--- src/rtl/core/swp_pkg.sv ---
// package with item types, command and status structs and constants for the plotter
`default_nettype none

package swp_pkg;

    // input item: one pixel of the incoming frame
    typedef struct packed {
        logic [23:0] pixel;
        logic        frame_start;
    } src_item_t;

    // result item: one point request
    typedef struct packed {
        logic        plot;
        logic [10:0] plot_col;
        logic [10:0] plot_row;
    } dst_item_t;

    // configuration register indexes
    localparam logic [1:0] CFG_FRAME_WIDTH  = 2'd0;
    localparam logic [1:0] CFG_FRAME_HEIGHT = 2'd1;
    localparam logic [1:0] CFG_LINE_SPACING = 2'd2;
    localparam logic [1:0] CFG_GAIN_DIVISOR = 2'd3;

    localparam int CFG_DATA_W = 12;

    // reset values of the configuration registers
    localparam logic [11:0] RST_FRAME_WIDTH  = 12'd640;
    localparam logic [11:0] RST_FRAME_HEIGHT = 12'd480;
    localparam logic [6:0]  RST_LINE_SPACING = 7'd6;
    localparam logic [7:0]  RST_GAIN_DIVISOR = 8'd50;

    // brightness 2R+4G+B is 11 bits wide, one quotient bit per divider step
    localparam int BRIGHT_W  = 11;
    localparam int DIV_STEPS = BRIGHT_W;
    localparam int STEP_W    = 4;
    localparam logic [STEP_W-1:0] LAST_STEP = STEP_W'(DIV_STEPS - 1);

    localparam int OUT_W = 11;

    // controller states
    typedef enum logic [1:0] {
        ST_IDLE,
        ST_DIVIDE,
        ST_EMIT
    } ctl_state_t;

    // controller to datapath
    typedef struct packed {
        logic load;
        logic step;
        logic emit;
    } ctl_cmd_t;

    // datapath to controller
    typedef struct packed {
        logic div_last;
        logic out_free;
    } dp_status_t;

endpackage

`default_nettype wire

--- src/rtl/core/swp_ctrl.sv ---
// controller state machine: accept, divide, emit
`default_nettype none

module swp_ctrl (
    input  wire logic              clk,
    input  wire logic              rst_n,
    input  wire logic              src_valid,
    output logic                   src_ready,
    input  wire swp_pkg::dp_status_t status,
    output swp_pkg::ctl_cmd_t      cmd
);

    swp_pkg::ctl_state_t state_reg;
    swp_pkg::ctl_state_t state_next;

    // state register
    always_ff @(posedge clk or negedge rst_n)
    begin
        if (!rst_n)
        begin
            state_reg <= swp_pkg::ST_IDLE;
        end
        else
        begin
            state_reg <= state_next;
        end
    end

    // next state
    always_comb
    begin
        state_next = state_reg;
        unique case (state_reg)
            swp_pkg::ST_IDLE:
            begin
                if (src_valid)
                begin
                    state_next = swp_pkg::ST_DIVIDE;
                end
            end
            swp_pkg::ST_DIVIDE:
            begin
                if (status.div_last)
                begin
                    state_next = swp_pkg::ST_EMIT;
                end
            end
            swp_pkg::ST_EMIT:
            begin
                if (status.out_free)
                begin
                    state_next = swp_pkg::ST_IDLE;
                end
            end
            default:
            begin
                state_next = swp_pkg::ST_IDLE;
            end
        endcase
    end

    // outputs
    always_comb
    begin
        src_ready = 1'b0;
        cmd       = '0;
        unique case (state_reg)
            swp_pkg::ST_IDLE:
            begin
                src_ready = 1'b1;
                cmd.load  = src_valid;
            end
            swp_pkg::ST_DIVIDE:
            begin
                cmd.step = 1'b1;
            end
            swp_pkg::ST_EMIT:
            begin
                cmd.emit = status.out_free;
            end
            default:
            begin
                src_ready = 1'b0;
            end
        endcase
    end

`ifndef ASSERT_OFF
    a_load_to_divide: assert property (@(posedge clk) disable iff (!rst_n)
        cmd.load |=> state_reg == swp_pkg::ST_DIVIDE)
        else $error("accepted item did not start the divider");

    a_divide_holds: assert property (@(posedge clk) disable iff (!rst_n)
        (state_reg == swp_pkg::ST_DIVIDE && !status.div_last)
            |=> state_reg == swp_pkg::ST_DIVIDE)
        else $error("divider left before its last step");

    a_emit_needs_room: assert property (@(posedge clk) disable iff (!rst_n)
        cmd.emit |-> status.out_free && !src_ready)
        else $error("result emitted into a full output register");
`endif

endmodule

`default_nettype wire

--- src/rtl/core/swp_dpath.sv ---
// datapath: config registers, raster counters, bit-serial divider, output register
`default_nettype none

module swp_dpath #(
    parameter int MAX_WIDTH  = 2048,
    parameter int MAX_HEIGHT = 2048
) (
    input  wire logic                           clk,
    input  wire logic                           rst_n,
    input  wire logic                           cfg_we,
    input  wire logic [1:0]                     cfg_index,
    input  wire logic [swp_pkg::CFG_DATA_W-1:0] cfg_data,
    input  wire swp_pkg::src_item_t             src_data,
    input  wire swp_pkg::ctl_cmd_t              cmd,
    output swp_pkg::dp_status_t                 status,
    output logic                                dst_valid,
    input  wire logic                           dst_ready,
    output swp_pkg::dst_item_t                  dst_data
);

    localparam int CW     = $clog2(MAX_WIDTH);
    localparam int RW     = $clog2(MAX_HEIGHT);
    localparam int CNT_W  = (CW > RW) ? CW : RW;
    localparam int WIDE   = ((CNT_W > swp_pkg::CFG_DATA_W) ? CNT_W : swp_pkg::CFG_DATA_W) + 1;
    localparam int BW     = swp_pkg::BRIGHT_W;

    // configuration registers
    logic [11:0] frame_width_reg;
    logic [11:0] frame_height_reg;
    logic [6:0]  line_spacing_reg;
    logic [7:0]  gain_divisor_reg;

    always_ff @(posedge clk or negedge rst_n)
    begin
        if (!rst_n)
        begin
            frame_width_reg  <= swp_pkg::RST_FRAME_WIDTH;
            frame_height_reg <= swp_pkg::RST_FRAME_HEIGHT;
            line_spacing_reg <= swp_pkg::RST_LINE_SPACING;
            gain_divisor_reg <= swp_pkg::RST_GAIN_DIVISOR;
        end
        else if (cfg_we)
        begin
            unique case (cfg_index)
                swp_pkg::CFG_FRAME_WIDTH:  frame_width_reg  <= cfg_data[11:0];
                swp_pkg::CFG_FRAME_HEIGHT: frame_height_reg <= cfg_data[11:0];
                swp_pkg::CFG_LINE_SPACING: line_spacing_reg <= cfg_data[6:0];
                swp_pkg::CFG_GAIN_DIVISOR: gain_divisor_reg <= cfg_data[7:0];
                default:                   frame_width_reg  <= frame_width_reg;
            endcase
        end
    end

    // effective sizes: zero reads as one, clamp to the maximum
    logic [WIDE-1:0] eff_width;
    logic [WIDE-1:0] eff_height;
    logic [7:0]      eff_spacing;
    logic [7:0]      eff_divisor;

    always_comb
    begin
        if (frame_width_reg == '0)
            eff_width = WIDE'(1);
        else if (WIDE'(frame_width_reg) > WIDE'(MAX_WIDTH))
            eff_width = WIDE'(MAX_WIDTH);
        else
            eff_width = WIDE'(frame_width_reg);

        if (frame_height_reg == '0)
            eff_height = WIDE'(1);
        else if (WIDE'(frame_height_reg) > WIDE'(MAX_HEIGHT))
            eff_height = WIDE'(MAX_HEIGHT);
        else
            eff_height = WIDE'(frame_height_reg);

        eff_spacing = (line_spacing_reg == '0) ? 8'd1 : {1'b0, line_spacing_reg};
        eff_divisor = (gain_divisor_reg == '0) ? 8'd1 : gain_divisor_reg;
    end

    // raster counters
    logic [CW-1:0] col_reg;
    logic [CW-1:0] col_next;
    logic [RW-1:0] row_reg;
    logic [RW-1:0] row_next;
    logic [6:0]    phase_reg;
    logic [6:0]    phase_next;

    // position of the pixel being judged, after a frame start clears it
    logic [CW-1:0] cur_col;
    logic [RW-1:0] cur_row;
    logic [6:0]    cur_phase;

    always_comb
    begin
        cur_col   = src_data.frame_start ? '0 : col_reg;
        cur_row   = src_data.frame_start ? '0 : row_reg;
        cur_phase = src_data.frame_start ? '0 : phase_reg;

        col_next   = cur_col;
        row_next   = cur_row;
        phase_next = cur_phase;
        if (WIDE'(cur_col) + WIDE'(1) >= eff_width)
        begin
            col_next = '0;
            if (WIDE'(cur_row) + WIDE'(1) >= eff_height)
            begin
                row_next   = '0;
                phase_next = '0;
            end
            else
            begin
                row_next   = cur_row + RW'(1);
                phase_next = ({1'b0, cur_phase} + 8'd1 >= eff_spacing)
                           ? '0 : cur_phase + 7'd1;
            end
        end
        else
        begin
            col_next = cur_col + CW'(1);
        end
    end

    always_ff @(posedge clk or negedge rst_n)
    begin
        if (!rst_n)
        begin
            col_reg   <= '0;
            row_reg   <= '0;
            phase_reg <= '0;
        end
        else if (cmd.load)
        begin
            col_reg   <= col_next;
            row_reg   <= row_next;
            phase_reg <= phase_next;
        end
    end

    // held position of the item in flight
    logic [CW-1:0] hold_col_reg;
    logic [RW-1:0] hold_row_reg;
    logic          hold_draw_reg;

    always_ff @(posedge clk)
    begin
        if (cmd.load)
        begin
            hold_col_reg  <= cur_col;
            hold_row_reg  <= cur_row;
            hold_draw_reg <= (cur_phase == '0);
        end
    end

    // brightness 2R + 4G + B
    logic [BW-1:0] bright;

    always_comb
    begin
        bright = BW'({src_data.pixel[23:16], 1'b0})
               + BW'({src_data.pixel[15:8], 2'b00})
               + BW'(src_data.pixel[7:0]);
    end

    // restoring divider, one quotient bit per step
    logic [BW-1:0]             quo_reg;
    logic [7:0]                rem_reg;
    logic [swp_pkg::STEP_W-1:0] step_reg;
    logic [8:0]                rem_shift;
    logic                      rem_ge;
    logic [8:0]                rem_diff;

    always_comb
    begin
        rem_shift = {rem_reg, quo_reg[BW-1]};
        rem_ge    = rem_shift >= {1'b0, eff_divisor};
        rem_diff  = rem_shift - {1'b0, eff_divisor};
    end

    always_ff @(posedge clk)
    begin
        if (cmd.load)
        begin
            quo_reg  <= bright;
            rem_reg  <= '0;
            step_reg <= '0;
        end
        else if (cmd.step)
        begin
            quo_reg  <= {quo_reg[BW-2:0], rem_ge};
            rem_reg  <= rem_ge ? rem_diff[7:0] : rem_shift[7:0];
            step_reg <= step_reg + swp_pkg::STEP_W'(1);
        end
    end

    // plot decision on the finished quotient
    logic [WIDE-1:0] row_wide;
    logic [WIDE-1:0] col_wide;
    logic [WIDE-1:0] row_diff;
    logic            do_plot;

    always_comb
    begin
        row_wide = WIDE'(hold_row_reg);
        col_wide = WIDE'(hold_col_reg);
        row_diff = row_wide - WIDE'(quo_reg);
        do_plot  = hold_draw_reg && (row_wide > WIDE'(quo_reg));
    end

    // output register
    logic               dst_valid_reg;
    swp_pkg::dst_item_t dst_data_reg;

    always_ff @(posedge clk or negedge rst_n)
    begin
        if (!rst_n)
        begin
            dst_valid_reg <= 1'b0;
        end
        else if (cmd.emit)
        begin
            dst_valid_reg <= 1'b1;
        end
        else if (dst_ready)
        begin
            dst_valid_reg <= 1'b0;
        end
    end

    always_ff @(posedge clk)
    begin
        if (cmd.emit)
        begin
            dst_data_reg.plot     <= do_plot;
            dst_data_reg.plot_col <= do_plot ? col_wide[swp_pkg::OUT_W-1:0] : '0;
            dst_data_reg.plot_row <= do_plot ? row_diff[swp_pkg::OUT_W-1:0] : '0;
        end
    end

    assign dst_valid = dst_valid_reg;
    assign dst_data  = dst_data_reg;

    // status: div_last, then out_free
    assign status = {step_reg == swp_pkg::LAST_STEP, !dst_valid_reg || dst_ready};

`ifndef ASSERT_OFF
    a_load_clears_step: assert property (@(posedge clk) disable iff (!rst_n)
        cmd.load |=> step_reg == '0)
        else $error("divider step count not cleared on load");

    a_emit_sets_valid: assert property (@(posedge clk) disable iff (!rst_n)
        cmd.emit |=> dst_valid_reg)
        else $error("emitted result not presented");

    a_no_plot_zero: assert property (@(posedge clk) disable iff (!rst_n)
        (dst_valid_reg && !dst_data_reg.plot)
            |-> (dst_data_reg.plot_col == '0 && dst_data_reg.plot_row == '0))
        else $error("non-plot result carries a position");
`endif

endmodule

`default_nettype wire

--- src/rtl/core/scanline_waveform_plotter.sv ---
// top level: scanline waveform plotter, controller plus datapath
// an accepted item is loaded, divided in the 11-step bit-serial divider, then emitted into the output register;
//   emitting waits while the output register still holds a stalled result
// a new item is accepted only after the previous one has been emitted
// a result can wait in the output register while the next item is accepted
// reset: rst_n asynchronous active low clears raster counters, control, output valid and config to defaults
`default_nettype none

module scanline_waveform_plotter #(
    parameter int MAX_WIDTH  = 2048,
    parameter int MAX_HEIGHT = 2048
) (
    input  wire logic                           clk,
    input  wire logic                           rst_n,
    input  wire logic                           cfg_we,
    input  wire logic [1:0]                     cfg_index,
    input  wire logic [swp_pkg::CFG_DATA_W-1:0] cfg_data,
    input  wire logic                           src_valid,
    output logic                                src_ready,
    input  wire swp_pkg::src_item_t             src_data,
    output logic                                dst_valid,
    input  wire logic                           dst_ready,
    output swp_pkg::dst_item_t                  dst_data
);

    swp_pkg::ctl_cmd_t   cmd;
    swp_pkg::dp_status_t status;

    // sequencing
    swp_ctrl u_ctrl (
        .clk       (clk),
        .rst_n     (rst_n),
        .src_valid (src_valid),
        .src_ready (src_ready),
        .status    (status),
        .cmd       (cmd)
    );

    // counters, divider and output register
    swp_dpath #(
        .MAX_WIDTH  (MAX_WIDTH),
        .MAX_HEIGHT (MAX_HEIGHT)
    ) u_dpath (
        .clk       (clk),
        .rst_n     (rst_n),
        .cfg_we    (cfg_we),
        .cfg_index (cfg_index),
        .cfg_data  (cfg_data),
        .src_data  (src_data),
        .cmd       (cmd),
        .status    (status),
        .dst_valid (dst_valid),
        .dst_ready (dst_ready),
        .dst_data  (dst_data)
    );

endmodule

`default_nettype wire

--- config.mk ---
export PLATFORM = sky130hd
export DESIGN_NAME = scanline_waveform_plotter
export DESIGN_NICKNAME = d
export VERILOG_FILES = /design/src/rtl/core/swp_pkg.sv /design/src/rtl/core/swp_ctrl.sv /design/src/rtl/core/swp_dpath.sv /design/src/rtl/core/scanline_waveform_plotter.sv
export SDC_FILE = /design/constraint.sdc
export NUM_CORES = 1
export LEC_CHECK = 0
export ABC_AREA = 0
export BUFFER_PORTS_ARGS = -buffer_cell sky130_fd_sc_hd__buf_2
export CAP_MARGIN = 20
export CORE_UTILIZATION = 45
export CTS_CLUSTER_DIAMETER = 30
export CTS_CLUSTER_SIZE = 24
export DETAILED_ROUTE_END_ITERATION = 12
export PLACE_DENSITY = 0.74
export SETUP_SLACK_MARGIN = 0.15
export SLEW_MARGIN = 10
export SYNTH_ARGS = -nofsm -noshare
export SYNTH_HDL_FRONTEND = slang
export SYNTH_SLANG_ARGS = --single-unit
--- constraint.sdc ---
create_clock -name clk -period 3.39 [get_ports clk]
set_input_delay 0.678 -clock clk [delete_from_list [all_inputs] [get_ports clk]]
set_output_delay 0.678 -clock clk [all_outputs]
set_load 0.01 [all_outputs]
## Word level (Yosys, flattened, before mapping)

Index checks and enable logic that the tools add are counted.
W data, S select, Z words.

- Output and inout port bits: 25
- Register bits after elaboration: 140
- Input port bits: 44
- Word-level logic and storage cells: 90

- Order comparisons: 7
- Multiplexer cells: 28
- $add $sub $neg: 11
- Reductions and logical operators: 17
- Equality and inequality tests: 9

Operators by type and width:

| operator | count |
|---|---|
| $mux W11 | 7 |
| $mux W7 | 5 |
| $ge A13 B13 Y1 | 2 |
| $mux W13 | 2 |
| $add A11 B1 Y12 const B | 2 |
| $gt A12 B12 Y1 const B | 2 |
| $logic_not A12 Y1 | 2 |
| $mux W12 | 2 |
| $add A11 B1 Y11 const B | 2 |
| $mux W8 | 2 |
| $logic_not A7 Y1 | 2 |
| $add A11 B8 Y11 | 1 |
| $add A9 B10 Y11 | 1 |
| $gt A11 B11 Y1 | 1 |
| $sub A11 B11 Y11 | 1 |
| $ge A9 B8 Y1 | 1 |
| $add A7 B1 Y8 const B | 1 |
| $ge A8 B8 Y1 | 1 |
| $logic_not A8 Y1 | 1 |
| $reduce_and A2 Y1 | 4 |
| $sub A8 B8 Y8 | 1 |
| $add A7 B1 Y7 const B | 1 |
| $eq A2 B2 Y1 const B | 3 |
| $mux W1 | 6 |
| other kinds (13) | 19 |

## Longest topological paths before layout

- Word-level depth: 6
- Depth in mapped cells: 20
- Mapped depth without buffers: 15

## Cells and area by module

A second synthesis with hierarchy kept.

- Cells, all modules: 771
- Area total of the unflattened synthesis: 8180.3 um^2

By module, submodules not included:

| module | seq. area each (um^2) | cells each | area each (um^2) | times used |
|---|---|---|---|---|
| swp_dpath | 3692.3 | 759 | 8071.5 | 1 |
| swp_ctrl | 50.0 | 12 | 108.9 | 1 |

## Worst setup path after synthesis

OpenSTA, ideal clock, no wires.

- Path kind: input-to-reg
- Start point: input port src_data[0] in the netlist's numbering
- End point: register u_dpath.phase_reg[2]
- Required time: 3.296 ns
- Setup slack: -0.937 ns
- Arrival time: 4.234 ns
- Buffers on the path: 4
- Library setup time: 0.094 ns
- Cell stages on the path: 19
- Cell sequence: clkbuf_1 > clkbuf_1 > clkbuf_1 > nor2b_1 > ha_1 > nand4b_1 > nor2_1 > and3_1 > nand3_1 > xor2_1 > nor2_1 > ha_1 > a21oi_1 > o22ai_1 > o32a_1 > buf_6 > and2b_1 > nand3_1 > a221oi_2

- Elaborated cells between the ends (all ways): 13
- Those cells by class: add/sub: 4; order compare: 3; mux: 6

RTL lines:

| item | line | source |
|---|---|---|
| start: declaration | scanline_waveform_plotter.sv:20 | `input wire swp_pkg::src_item_t src_data,` |
| $mux W11 | swp_dpath.sv:96 | `cur_row = src_data.frame_start ? '0 : row_reg;` |
| via u_dpath.cur_row[0] | swp_dpath.sv:90 | `logic [RW-1:0] cur_row;` |
| $add A11 B1 Y12 | swp_dpath.sv:105 | `if (WIDE'(cur_row) + WIDE'(1) >= eff_height)` |
| $ge A13 B13 Y1 | swp_dpath.sv:105 |  |
| $mux W7 | swp_dpath.sv:105 |  |
| $mux W7 | swp_dpath.sv:102 | `if (WIDE'(cur_col) + WIDE'(1) >= eff_width)` |
| end signal: assignment | swp_dpath.sv:135 | `phase_reg <= phase_next;` |
| end: declaration | swp_dpath.sv:85 | `logic [6:0] phase_reg;` |

The timed path passes the listed nets, and every way through them passes these cells.
A chain may end at the register's enable or synchronous reset.

## Worst setup path after layout

- Start point: register u_dpath.row_reg[1]
- End point: register u_dpath.phase_reg[2]

- Cells in the longest elaborated chain, start to end: 5

RTL lines:

| item | line | source |
|---|---|---|
| start: declaration | swp_dpath.sv:83 | `logic [RW-1:0] row_reg;` |
| start signal: assignment | swp_dpath.sv:134 | `row_reg <= row_next;` |
| $mux W11 | swp_dpath.sv:96 |  |
| via u_dpath.cur_row[1] | swp_dpath.sv:90 |  |
| $add A11 B1 Y12 | swp_dpath.sv:105 |  |
| $ge A13 B13 Y1 | swp_dpath.sv:105 |  |
| $mux W7 | swp_dpath.sv:105 |  |
| $mux W7 | swp_dpath.sv:102 |  |

The timed path passes the listed nets, and every way through them passes these cells.

==> results.json <==
{
  "die_w_um": 136,
  "postRouteAntennaNets": 0,
  "multi_input_area_um2": 4280,
  "pin_count": 69,
  "vias": 6062,
  "grt_usage": 0.196,
  "synth_area_leader_cell": "edfxtp_1",
  "final-hold-violation-count": 0,
  "portBuffers": 68,
  "drtIter0Drc": 268,
  "synth_compound_area_frac": 0.117,
  "synthSimpleGateAreaFrac": 0.164,
  "num-fill-cells": 1442,
  "period_minus_slack_ns": 3.32,
  "worst_setup_path_end_kind": "flop",
  "htreeDepth": 4,
  "cts_max_path_buffers": 2,
  "ys.flop_type": "dfrtp_1",
  "grt_pass1_vias": 5804,
  "grt_max_degree": 35,
  "regArea_um2": 3740,
  "diodes": 0,
  "grt_pass1_wl_um": 28000,
  "hpwl_um": 12700,
  "critPathKind": "reg2reg",
  "grt_overflow": 0,
  "route.detailed.wl_per_inst_um": 15.1,
  "post-place-ws_ns": -0.395,
  "synth_common_cells": "77 x nand2_1, 66 x ha_1, 63 x nor2_1",
  "routed_via_density": 5.31,
  "synth_cell_types": 70,
  "synth_mux_area_frac": 0.0578,
  "worst_slew_pin_slew_ns": 1.04,
  "worstPathRequired_ns": 3.72,
  "syn_area_um2": 8100,
  "power.density_nw_per_um2": 677,
  "cts_sinks": 140,
  "synth.avg_cell_area_um2": 10.5,
  "status": "completed",
  "vdd_ir_drop_max_mv": 0.389,
  "syn2layout_area_growth_pct": 23.0,
  "cap_violations": 0,
  "die_h_um": 136,
  "totalWireLength_um": 17300,
  "antenna_found_initial": 0,
  "clk_latency_ns": 0.44,
  "synth_top_family_by_area": "simple AND/OR/NAND/NOR gates",
  "dr.pass1.iters": 4,
  "slew_viol_final": 0,
  "synth-seq-cells": 140,
  "synth_fa_ha_area_frac": 0.124,
  "numCtsBuffers": 17,
  "synth_top_cell_area_share": 0.211,
  "root_buffer": "clkbuf_16",
  "async_reset_ff_frac": 0.507,
  "hp-class": "in2async",
  "drc": 0,
  "layout-drive-gt1-share": 0.286,
  "row_count": 48,
  "startpoint_type": "flop",
  "setup_tns_ns": 0,
  "cp_max_fo": 6,
  "synth_xor_area_frac": 0.0411,
  "cp.arrival_ns": 3.65,
  "worst_slack_ns": 0.0711,
  "start_util": 0.465,
  "die-area_um2": 18500,
  "synthTopCellsByArea": "edfxtp_1 21%, dfrtp_1 19%, ha_1 10%, mux2_2 5.3%, dfstp_2 3.6%",
  "cts.clk_slew.worst_paths_ns": 0.06,
  "largest_reg_flops": 23,
  "slew_headroom": 0.304,
  "fin_crit_sh": 0.979,
  "syn_nets": 893,
  "yosysMostFrequentCell": "nand2_1",
  "synth-seq-area-share": 0.462,
  "tritoncts": "done",
  "skew_ns": 0.0171,
  "rsz0062_at_grt": "yes",
  "synth_edf_count": 57,
  "gp_congestion": 0.893,
  "synth_warnings": 0,
  "cellLeakagePower_nw": 4.44,
  "fin_nets": 1023,
  "synthCells": 774,
  "setup_viol": 0,
  "fmax_mhz": 301,
  "core_area_um2": 17400
}
[repair_timing]
| item | in CTS | in global routing |
|---|---|---|
| endpoints found under the setup margin | 18 | 22 |
| hold endpoints to repair | 0 | 0 |
| cloned | 0 | 0 |
| pin swaps | 2 | 15 |
| hold buffers | 0 | 0 |
| buffers inserted | 3 | 6 |
| gates resized for setup | 12 | 26 |
[power breakdown]
group / switching, mW / internal [mW] / total (mW)
sequential: 0.222 / 2.20 / 2.42
clock: 0.756 / 1.17 / 1.93
combinational: 1.33 / 1.07 / 2.40
[cells in the final DEF, fill, tap and decap left out, types with 5 or more instances in the layout]
master / synthesis / routed
nand2_1: 77 / 75
buf_2: 5 / 67
ha_1: 66 / 64
buf_4: 0 / 62
dfrtp_1: 60 / 60
nor2_1: 63 / 58
edfxtp_1: 57 / 57
o21ai_0: 55 / 50
inv_1: 43 / 43
mux2_2: 38 / 38
nor2b_1: 33 / 26
a21oi_1: 23 / 21
xor2_1: 21 / 19
clkbuf_16: 0 / 17
xnor2_1: 17 / 16
nand3_1: 20 / 16
a22o_1: 15 / 15
and2_1: 12 / 12
dfxtp_1: 12 / 12
nor3_1: 11 / 11
dfstp_2: 11 / 11
fa_1: 9 / 9
nor4_1: 8 / 8
nand2b_1: 8 / 8
nand4_1: 7 / 7
a31oi_1: 7 / 7
and3_1: 8 / 6
a21o_1: 6 / 6
o211ai_1: 6 / 6
or3_1: 5 / 5
nor2_2: 0 / 5
o21ai_1: 1 / 5
[final cells by class]
cell class | instances | share of cell area
clock buffer | 17 | 0.0427
clock inverter | 15 | 0.0187
inverter | 45 | 0.0169
multi-input combinational | 566 | 0.429
sequential | 140 | 0.375
tap | 225 | 0.0282
timing repair buffer | 134 | 0.0886
[per-layer routing]
| metal | global-route usage | routed length [um] | vias to the layer above |
|---|---|---|---|
| li1 | - | - | 3026 |
| met5 | 0 | 0 | - |
| met2 | 0.317 | 8270 | 123 |
| met1 | 0.259 | 8160 | 2894 |
| met3 | 0.0425 | 625 | 19 |
| met4 | 0.0698 | 237 | 0 |
[critical path: stages (launching register included)]
cell and delay [ns]:
dfrtp_1 0.40, nor2b_4 0.19, ha_4 0.14, nand4b_1 0.15
buf_4 0.19, or3_1 0.38, nand2_1 0.11, ha_1 0.26
a211oi_2 0.25, o21ai_1 0.12, o32a_4 0.41, nor4b_4 0.28
nor3b_2 0.08, a221oi_2 0.26
[path summary, 6_finish.rpt]
path	endpoint	slack (ns)	startpoint	cells past startpoint
setup reg to reg	u_dpath.phase_reg[2]	0.07	u_dpath.row_reg[1]	13
max in group asynchronous	u_dpath.gain_divisor_reg[1]	2.32	rst_n	2
hold / removal	u_dpath.col_reg[5]	0.23	rst_n	1
setup / recovery	u_dpath.phase_reg[2]	0.07	u_dpath.row_reg[1]	13
min in group clk	u_dpath.rem_reg[7]	0.48	u_dpath.rem_reg[7]	2
hold reg to reg	u_dpath.rem_reg[7]	0.48	u_dpath.rem_reg[7]	2
[logic make-up (layout without fill, tap and decap cells)]
logic type	Yosys count	after routing
AOI/OAI and AO/OA	144	144
xor gates and xnor gates	38	38
adders and majority gates	75	75
buffers and inverters	68	211
DFF	140	140
muxes	42	42
and+or+nand+nor	267	267
[metrics by stage]
| stage | instance area, um^2 | instances | utilization | power [mW] | hold slack [ns] |
|---|---|---|---|---|---|
| final | 9970 | 1142 | 0.572 | 6.75 | 0.233 |
| after CTS | 9810 | 1136 | 0.563 | 6.76 | 0.247 |
| after global routing | 9970 | 1142 | 0.572 | 7.21 | 0.277 |
| after detailed placement | 9130 | 1101 | 0.524 | 4.80 | 0.463 |
| after floorplan | 8230 | 774 | - | 4.21 | 0.382 |
| after global placement | 9130 | 1101 | 0.524 | 4.73 | 0.457 |
Note: power is estimated with default switching activity, not from simulation.
